File: config.mk
export PLATFORM = sky130hd
export DESIGN_NAME = lru_cache_get_put
export DESIGN_NICKNAME = d
export VERILOG_FILES = /design/src/hw/rtl/lru_pkg.sv /design/src/hw/rtl/lru_ram.sv /design/src/hw/rtl/lru_ctrl.sv /design/src/hw/rtl/lru_dp.sv /design/src/hw/rtl/lru_cache_get_put.sv
export SDC_FILE = /design/constraint.sdc
export NUM_CORES = 2
export LEC_CHECK = 0
export BUFFER_PORTS_ARGS = -buffer_cell sky130_fd_sc_hd__buf_2
export CORE_ASPECT_RATIO = 0.5
export CORE_UTILIZATION = 40
export CTS_BUF_LIST = sky130_fd_sc_hd__clkbuf_4 sky130_fd_sc_hd__clkbuf_8
export DETAILED_ROUTE_END_ITERATION = 6
export GPL_TIMING_DRIVEN = 0
export SYNTH_ARGS = -nofsm -noshare
export SYNTH_HDL_FRONTEND = slang
export SYNTH_SLANG_ARGS = --single-unit
File: constraint.sdc
create_clock -name clk_i -period 11.54 [get_ports clk_i]
set_input_delay 0 -clock clk_i [delete_from_list [all_inputs] [get_ports clk_i]]
set_output_delay 0 -clock clk_i [all_outputs]
set_load 0.03 [all_outputs]
File: src/hw/rtl/lru_pkg.sv
// shared types and constants for the lru key-value cache
package lru_pkg;

  localparam int KeyW = 31;
  localparam int ValW = 31;
  localparam int CapW = 5;
  localparam logic [CapW-1:0] CapReset = 5'd16;

  localparam logic CmdGet = 1'b0;
  localparam logic CmdPut = 1'b1;

  // controller to datapath, one bit per sequencer step
  typedef struct packed {
    logic load;
    logic match;
    logic decide;
    logic link;
    logic tail;
  } lru_cmd_t;

  // datapath to controller
  typedef struct packed {
    logic hit;
    logic put;
  } lru_sts_t;

endpackage

File: src/hw/rtl/lru_ram.sv
// generic single write port, single read port ram with registered read
module lru_ram #(
  parameter int Width = 31,
  parameter int Depth = 16,
  localparam int AddrW = (Depth > 1) ? $clog2(Depth) : 1
) (
  input  logic             clk_i,
  input  logic             we_i,
  input  logic [AddrW-1:0] waddr_i,
  input  logic [Width-1:0] wdata_i,
  input  logic             re_i,
  input  logic [AddrW-1:0] raddr_i,
  output logic [Width-1:0] rdata_o
);

  logic [Width-1:0] mem [Depth];

  always_ff @(posedge clk_i) begin
    if (we_i) begin
      mem[waddr_i] <= wdata_i;
    end
    if (re_i) begin
      rdata_o <= mem[raddr_i];
    end
  end

endmodule

File: src/hw/rtl/lru_ctrl.sv
// sequencer for the lru cache: accept, match, decide, link, tail
module lru_ctrl
  import lru_pkg::*;
(
  input  logic     clk_i,
  input  logic     rst_ni,
  input  logic     start_i,
  input  lru_sts_t sts_i,
  output lru_cmd_t cmd_o,
  output logic     busy_o,
  output logic     done_o
);

  typedef enum logic [4:0] {
    StIdle   = 5'b00001,
    StMatch  = 5'b00010,
    StDecide = 5'b00100,
    StLink   = 5'b01000,
    StTail   = 5'b10000
  } lru_state_e;

  lru_state_e state_q, state_d;
  logic       done_q, done_d;

  always_comb begin
    state_d = state_q;
    case (state_q)
      StIdle: begin
        if (start_i) begin
          state_d = StMatch;
        end
      end
      StMatch:  state_d = StDecide;
      StDecide: begin
        // a get that misses has no links to touch
        if (sts_i.hit || sts_i.put) begin
          state_d = StLink;
        end else begin
          state_d = StTail;
        end
      end
      StLink:   state_d = StTail;
      StTail:   state_d = StIdle;
      default:  state_d = StIdle;
    endcase
  end

  assign done_d = (state_q == StTail);

  always_ff @(posedge clk_i or negedge rst_ni) begin
    if (!rst_ni) begin
      state_q <= StIdle;
      done_q  <= 1'b0;
    end else begin
      state_q <= state_d;
      done_q  <= done_d;
    end
  end

  assign busy_o        = (state_q != StIdle);
  assign done_o        = done_q;
  assign cmd_o.load    = (state_q == StIdle) && start_i;
  assign cmd_o.match   = (state_q == StMatch);
  assign cmd_o.decide  = (state_q == StDecide);
  assign cmd_o.link    = (state_q == StLink);
  assign cmd_o.tail    = (state_q == StTail);

endmodule

File: src/hw/rtl/lru_dp.sv
// lru cache datapath: key match array, entry memories, recency chain
module lru_dp
  import lru_pkg::*;
#(
  parameter int Entries = 16
) (
  input  logic            clk_i,
  input  logic            rst_ni,
  input  lru_cmd_t        cmd_i,
  output lru_sts_t        sts_o,
  input  logic            cfg_we_i,
  input  logic [CapW-1:0] cfg_wdata_i,
  input  logic            command_i,
  input  logic [KeyW-1:0] key_i,
  input  logic [ValW-1:0] value_i,
  output logic            hit_o,
  output logic [ValW-1:0] read_value_o,
  output logic            evicted_o,
  output logic [KeyW-1:0] evicted_key_o
);

  localparam int SlotW = (Entries > 1) ? $clog2(Entries) : 1;
  localparam int CntW  = $clog2(Entries + 1);

  // request registers
  logic            cmd_q;
  logic [KeyW-1:0] key_q;
  logic [ValW-1:0] val_q;

  // key copies for the parallel match
  logic [KeyW-1:0]    ckey_q [Entries];
  logic [Entries-1:0] match_q, match_d;

  logic             hit_q, evict_q;
  logic [SlotW-1:0] slot_q;

  logic [CntW-1:0]  used_q, used_d;
  logic [SlotW-1:0] oldest_q, oldest_d;
  logic [SlotW-1:0] newest_q, newest_d;
  logic [CapW-1:0]  cap_q;

  logic             hit_w;
  logic [SlotW-1:0] found_w;
  logic [CapW-1:0]  cap_nz;
  logic             evict_w;
  logic [CntW-1:0]  used_after;

  // memory ports
  logic [KeyW-1:0]  keym_rd;
  logic [ValW-1:0]  valm_rd;
  logic [SlotW-1:0] older_rd, newer_rd;
  logic             older_we, newer_we;
  logic [SlotW-1:0] older_waddr, older_wdata, newer_waddr, newer_wdata;
  logic             ins_we, val_we;
  logic             unlink_mid, tail_link;

  always_comb begin
    for (int i = 0; i < Entries; i++) begin
      match_d[i] = (CntW'(i) < used_q) && (ckey_q[i] == key_q);
    end
  end

  // valid keys are unique, so the match vector is one-hot or empty
  always_comb begin
    found_w = '0;
    for (int i = 0; i < Entries; i++) begin
      if (match_q[i]) begin
        found_w = found_w | SlotW'(i);
      end
    end
  end

  assign hit_w   = |match_q;
  assign cap_nz  = (cap_q == '0) ? CapW'(1) : cap_q;
  assign evict_w = (cmd_q == CmdPut) && !hit_w && (used_q != '0) &&
                   ((32'(used_q) >= 32'(cap_nz)) || (32'(used_q) == 32'(Entries)));

  assign used_after = used_q - CntW'(evict_q);

  assign sts_o.hit = hit_w;
  assign sts_o.put = (cmd_q == CmdPut);

  // link step of a hit: splice the entry out of the middle of the chain
  assign unlink_mid = cmd_i.link && hit_q && (slot_q != newest_q) && (slot_q != oldest_q);
  // tail step: hang the entry after the current newest
  assign tail_link  = cmd_i.tail &&
                      (hit_q ? (slot_q != newest_q)
                             : ((cmd_q == CmdPut) && (used_after != '0)));
  assign ins_we     = cmd_i.link && !hit_q && (cmd_q == CmdPut);
  assign val_we     = cmd_i.link && (cmd_q == CmdPut);

  always_comb begin
    newer_we    = unlink_mid || tail_link;
    older_we    = unlink_mid || tail_link;
    newer_waddr = newest_q;
    newer_wdata = slot_q;
    older_waddr = slot_q;
    older_wdata = newest_q;
    if (cmd_i.link) begin
      newer_waddr = older_rd;
      newer_wdata = newer_rd;
      older_waddr = newer_rd;
      older_wdata = older_rd;
    end
  end

  always_comb begin
    oldest_d = oldest_q;
    newest_d = newest_q;
    used_d   = used_q;
    if (cmd_i.link) begin
      if (hit_q) begin
        if ((slot_q != newest_q) && (slot_q == oldest_q)) begin
          oldest_d = newer_rd;
        end
      end else if (evict_q && (used_q > CntW'(1))) begin
        oldest_d = newer_rd;
      end
    end
    if (cmd_i.tail) begin
      if (hit_q) begin
        newest_d = slot_q;
      end else if (cmd_q == CmdPut) begin
        if (used_after == '0) begin
          oldest_d = slot_q;
        end
        newest_d = slot_q;
        used_d   = used_after + CntW'(1);
      end
    end
  end

  always_ff @(posedge clk_i or negedge rst_ni) begin
    if (!rst_ni) begin
      used_q   <= '0;
      oldest_q <= '0;
      newest_q <= '0;
      cap_q    <= CapReset;
    end else begin
      used_q   <= used_d;
      oldest_q <= oldest_d;
      newest_q <= newest_d;
      if (cfg_we_i) begin
        cap_q <= cfg_wdata_i;
      end
    end
  end

  always_ff @(posedge clk_i) begin
    if (cmd_i.load) begin
      cmd_q <= command_i;
      key_q <= key_i;
      val_q <= value_i;
    end
    if (cmd_i.match) begin
      match_q <= match_d;
    end
    if (cmd_i.decide) begin
      hit_q   <= hit_w;
      evict_q <= evict_w;
      if (hit_w) begin
        slot_q <= found_w;
      end else if (evict_w) begin
        slot_q <= oldest_q;
      end else begin
        slot_q <= used_q[SlotW-1:0];
      end
    end
    if (ins_we) begin
      ckey_q[slot_q] <= key_q;
    end
    if (cmd_i.tail) begin
      hit_o         <= hit_q;
      read_value_o  <= (hit_q && (cmd_q == CmdGet)) ? valm_rd : '0;
      evicted_o     <= evict_q;
      evicted_key_o <= evict_q ? keym_rd : '0;
    end
  end

  lru_ram #(.Width(KeyW), .Depth(Entries)) u_key_ram (
    .clk_i   (clk_i),
    .we_i    (ins_we),
    .waddr_i (slot_q),
    .wdata_i (key_q),
    .re_i    (cmd_i.decide),
    .raddr_i (oldest_q),
    .rdata_o (keym_rd)
  );

  lru_ram #(.Width(ValW), .Depth(Entries)) u_val_ram (
    .clk_i   (clk_i),
    .we_i    (val_we),
    .waddr_i (slot_q),
    .wdata_i (val_q),
    .re_i    (cmd_i.decide),
    .raddr_i (found_w),
    .rdata_o (valm_rd)
  );

  lru_ram #(.Width(SlotW), .Depth(Entries)) u_older_ram (
    .clk_i   (clk_i),
    .we_i    (older_we),
    .waddr_i (older_waddr),
    .wdata_i (older_wdata),
    .re_i    (cmd_i.decide),
    .raddr_i (found_w),
    .rdata_o (older_rd)
  );

  lru_ram #(.Width(SlotW), .Depth(Entries)) u_newer_ram (
    .clk_i   (clk_i),
    .we_i    (newer_we),
    .waddr_i (newer_waddr),
    .wdata_i (newer_wdata),
    .re_i    (cmd_i.decide),
    .raddr_i (hit_w ? found_w : oldest_q),
    .rdata_o (newer_rd)
  );

endmodule

File: src/hw/rtl/lru_cache_get_put.sv
// top level of the lru key-value cache with get and put requests
//
//  channel  | handshake               | payload
//  ---------+-------------------------+------------------------------------------
//  request  | start_i high, busy_o low| command_i, key_i, value_i
//  result   | done_o, one cycle       | hit_o, read_value_o, evicted_o, evicted_key_o
//  config   | cfg_we_i                | cfg_wdata_i (capacity)
//
//  a get that misses skips the link step, every other request passes through
//  the match, decide, link and tail steps of the sequencer, with one write per
//  link memory per step; busy_o falls as done_o rises, so a new request can
//  follow only once the result of the last one shows.
//  reset empties the cache (fill count and chain ends to zero) and sets the
//  capacity to 16; there is no clearing pass. the receiver cannot stall.
module lru_cache_get_put
  import lru_pkg::*;
#(
  parameter int Entries = 16
) (
  input  logic            clk_i,
  input  logic            rst_ni,
  input  logic            start_i,
  output logic            busy_o,
  input  logic            command_i,
  input  logic [KeyW-1:0] key_i,
  input  logic [ValW-1:0] value_i,
  input  logic            cfg_we_i,
  input  logic [CapW-1:0] cfg_wdata_i,
  output logic            done_o,
  output logic            hit_o,
  output logic [ValW-1:0] read_value_o,
  output logic            evicted_o,
  output logic [KeyW-1:0] evicted_key_o
);

  lru_cmd_t cmd;
  lru_sts_t sts;

  lru_ctrl u_ctrl (
    .clk_i   (clk_i),
    .rst_ni  (rst_ni),
    .start_i (start_i),
    .sts_i   (sts),
    .cmd_o   (cmd),
    .busy_o  (busy_o),
    .done_o  (done_o)
  );

  lru_dp #(.Entries(Entries)) u_dp (
    .clk_i         (clk_i),
    .rst_ni        (rst_ni),
    .cmd_i         (cmd),
    .sts_o         (sts),
    .cfg_we_i      (cfg_we_i),
    .cfg_wdata_i   (cfg_wdata_i),
    .command_i     (command_i),
    .key_i         (key_i),
    .value_i       (value_i),
    .hit_o         (hit_o),
    .read_value_o  (read_value_o),
    .evicted_o     (evicted_o),
    .evicted_key_o (evicted_key_o)
  );

  a_done_idle: assert property (@(posedge clk_i) disable iff (!rst_ni)
    done_o |-> !busy_o)
    else $error("result strobe while sequencer busy");

  a_accept_busy: assert property (@(posedge clk_i) disable iff (!rst_ni)
    (start_i && !busy_o) |=> busy_o)
    else $error("request accepted but sequencer did not start");

  a_evict_miss: assert property (@(posedge clk_i) disable iff (!rst_ni)
    (done_o && evicted_o) |-> !hit_o)
    else $error("eviction reported on a hit");

  a_value_hit: assert property (@(posedge clk_i) disable iff (!rst_ni)
    (done_o && (read_value_o != '0)) |-> (hit_o && !evicted_o))
    else $error("read value without a get hit");

  a_tail_done: assert property (@(posedge clk_i) disable iff (!rst_ni)
    cmd.tail |=> done_o)
    else $error("tail step without result strobe");

endmodule
==> metrics.md <==
| Metric | Value |
|---|---|
| Outcome | `complete, but fails checks` |
| Failing checks | `capacitance limit, slew limit` |
| Synth cell count leaders | `1339 x edfxtp_1, 617 x nand2_1, 362 x xor2_1` |
| Final Max Slew Viols | `13` |
| Netlist Area Pre-Place | `57900 um2` |
| Crit-path cells | `clkbuf_1 -> buf_1 -> xor2_1 -> nor4_1 -> nand4_1 -> nor4_1` |
| CP max FO | `17` |
| Iter 0 DRT Violations | `5233` |
| Crit-path max cell delay | `around 1000 ps` |
| Layout cells sized above 1 | `0.173` |
| Synth area leaders | `edfxtp_1 69%, mux4_2 6.2%, xor2_1 5.5%` |
| Critical Path RT | `12200 ps` |
| Final #Nets | `4453` |
| RSZ-0062 raised after global routing | `no` |
| RR Startpoint | `u_dp.key_q[30]` |
| Crit start category | `flop` |
| H-tree level count | `4` |
| First-pass GRT wire length | `between 200000 and 300000 um` |
| Clock power share | `0.366` |
| CTS sink count | `1363` |
| Fill count | `around 12000` |
| Yosys warning count | `0` |
| Int Pwr | `roughly 8.1 mW` |
| Crit. Startpoint | `u_dp.key_q[30]` |
| Sequential share of the synthesized area | `0.704` |
| Initial antenna violation count | `12` |
| DRC errors left | `0` |
| Reg clk slew, reported paths | `80 ps` |
| Top achievable clock speed | `a little over 200 MHz` |
| Worst clock skew | `38.6 ps` |
| Final setup violation count | `0` |
| CTS max path bufs | `3` |
| Worst IR drop on VDD | `between 0.0001 and 0.00015 V` |
| Vias per inst | `between 5 and 6` |
| Final setup TNS | `0 ps` |
| GP Congestion | `around 1.0` |
| Sequential cell area | `slightly above 40000 um2` |
| Die area | `~150000 um2` |
| Most common cell on crit path | `nor4_1` |
| Core Rows | `between 90 and 100` |
| Largest net degree at the start of global routing | `between 40 and 50` |
| Least-Margin Pin Slew | `between 1500 and 2000 ps` |
| Final Cycle Share | `0.420` |
| Post-DP HPWL | `approximately 140000 um` |
| Reg2reg path depth | `6` |
| Pwr per Cell Area | `164 nW/um2` |
| Post-layout min period | `~4800 ps` |
| Final Hold Vio Count | `0` |
| Drt total wl | `202000 um` |
| Timing endpoint of the critical path | `u_dp.match_q[5]` |
| Reg2reg end | `u_dp.match_q[5]` |
| Die W | `540 um` |
| Mapped Cells | `approximately 3800` |
| Boundary Pins | `138` |
| Synth async-reset ratio | `0.0176` |
| Arr. time, crit path | `~5500 ps` |
| Die Span Y | `about 270 um` |
| Starting density of the core | `0.404` |
| Number of synthesized flops with an enable pin | `around 1300` |
| Antenna-violating nets left | `0` |
| Crit. End Element | `flop` |
| Reg power frac | `0.535` |
| Port Buffers | `between 100 and 150` |
| Num CTS Buffers | `about 200` |
| Placed insts | `5920` |
| Post-route insts no fill | `6434` |
| Max Cap Viol | `2` |
| Clk_lat worst skew | `~950 ps` |
| Post-CTS Setup Bufs | `0` |
| Hold crit path type | `input pin to asynchronous set/reset pin` |
| Tot GR Track Use | `0.272` |
| Mean Syn Cell Area | `roughly 15 um2` |
| Critical-path top delay cell | `nor4_1` |
| Count leader, synth | `edfxtp_1` |
| Post-synth top area cell | `edfxtp_1` |
| Sw Ratio | `0.270` |
| Area of the multi-input gates | `approximately 16000 um2` |
| P&R area growth vs syn | `17.1%` |
| Synthesized Nets | `a little under 4000` |
| NetSw | `3.01 mW` |
| WS Path Type | `flop to flop` |
| CTS root buf | `clkbuf_8` |
| Global route total overflow | `0` |
| Vias in the first global route | `35800` |
| CTS tree | `yes` |
| Top FF cell, synth | `edfxtp_1` |
| Max_slew headroom | `-0.0315` |
| Synth Register Bits | `1363` |
| Wire length per cell | `31.3 um` |
| Core Area | `143000 um2` |
| Vias | `~37000` |
| Distinct cells, synth | `70` |
| First-pass iteration count of the detailed router | `6` |
| Area share of the largest cell type after synthesis | `0.694` |
| Leak | `around 22 nW` |
| FF-to-FF setup slack | `between 6000 and 7000 ps` |
| Comb power frac | `0.099` |
==> critical path, delay by kind of cell, from the launching register on <==
kind	cells	cell delay, ps
simple gates	3	2300
buf+inv	2	1210
flops	1	810
xor+xnor	1	200
==> layout make-up <==
cell class	count	area share
buffer	244	0.0149
antenna	6	0.000221
sequential	1363	0.601
multi-input combinational	2203	0.240
timing repair buffer	343	0.0479
clock inverter	74	0.00953
inverter	19	0.00109
clock buffer	282	0.0500
tap	1900	0.0350
==> worst min-delay path by stage <==
stage | cells after the start | end | slack [ps] | startpoint
global route | 4 | u_dp.cap_q[0] | 130 | rst_ni
finish | 4 | u_dp.used_q[0] | 100 | rst_ni
CTS | 4 | u_dp.used_q[0] | 30 | rst_ni
detailed placement | 1 | u_ctrl.state_q[2] | 50 | rst_ni
floorplan | 0 | u_ctrl.done_o | -300 | rst_ni
global placement | 1 | u_ctrl.state_q[2] | 30 | rst_ni
==> registers in the layout, summed over array words and instances (netlist names), 4 cells and up <==
register / cells
u_dp.key_q: 31
u_dp.evicted_key_o: 31
u_dp.used_q: 5
u_dp.u_val_ram.rdata_o: 31
u_dp.u_val_ram.mem: 496
u_dp.match_q: 16
u_dp.u_older_ram.rdata_o: 4
u_dp.cap_q: 5
u_dp.slot_q: 4
u_dp.u_older_ram.mem: 64
u_dp.u_newer_ram.rdata_o: 4
u_ctrl.state_q: 5
u_dp.val_q: 31
u_dp.u_newer_ram.mem: 64
u_dp.read_value_o: 31
u_dp.u_key_ram.mem: 496
u_dp.u_key_ram.rdata_o: 31
u_dp.newest_q: 4
u_dp.oldest_q: 4
==> cells by family (layout without fill, tap and decap cells) <==
family / Yosys count / after routing / synth area share
mux: 197 / 197 / 0.0686
buf+inv: 263 / 962 / 0.0185
fa+ha+maj: 9 / 9 / 0.00194
simple gates: 1321 / 1321 / 0.108
flops: 1363 / 1363 / 0.704
other cells: 0 / 6 / 0
xor+xnor: 504 / 504 / 0.0762
compound gates: 172 / 172 / 0.0223
==> placed cells by master (no fill, tap or decap), drive strengths merged, types with 6 or more instances in the layout <==
cell type	n
mux4	159
and2	65
buf	269
o21ai	15
a21oi	13
ha	9
a31oi	37
xnor2	142
mux2i	31
nand2b	6
dlygate4sd3	151
or2	7
clkbuf	449
and3	37
nand4	54
xor2	362
diode	6
nand2	619
nor4	104
mux2	7
clkinv	55
nor3	14
dfrtp	22
a311oi	70
nand3	297
nor2	90
inv	24
bufinv	10
a22oi	12
edfxtp	1339
==> layer usage <==
layer / track usage / up-vias / wire length (um)
li1: - / 15500 / -
met1: 0.370 / 19300 / 82000
met2: 0.424 / 1985 / 92600
met3: 0.0642 / 372 / 19000
met4: 0.107 / 10 / 7890
met5: 0 / - / 71
==> power by group through the flow <==
| stage | registers, mW | clock network (mW) | logic, mW |
|---|---|---|---|
| after global placement | 6.07 | 0 | 1.01 |
| after global routing | 5.98 | 4.32 | 1.12 |
| after detailed placement | 6.06 | 0 | 1.03 |
| final | 5.97 | 4.08 | 1.10 |
| after CTS | 5.96 | 4.11 | 1.08 |
| after floorplan | 5.96 | 0 | 0.504 |
==> repair_timing <==
item	CTS	global route
hold endpoints to repair	151	0
hold buffers	152	0
gates resized for setup	0	0
endpoints found under the setup margin	0	0
==> per-stage QoR <==
stage / instance area, um2 / setup WS [ps] / hold WS, ps / util / power (mW)
2_1_floorplan: 57900 / 7270 / -296 / - / 6.47
3_3_place_gp: 61000 / 3820 / 33.9 / 0.426 / 7.07
3_5_place_dp: 62300 / 6990 / 46.2 / 0.434 / 7.09
4_1_cts: 67800 / 6930 / 27.5 / 0.473 / 11.1
5_1_grt: 67900 / 6710 / 133 / 0.473 / 11.4
6_report: 67900 / 6700 / 99.1 / 0.473 / 11.1
Note: power is estimated with default switching activity, not from simulation.
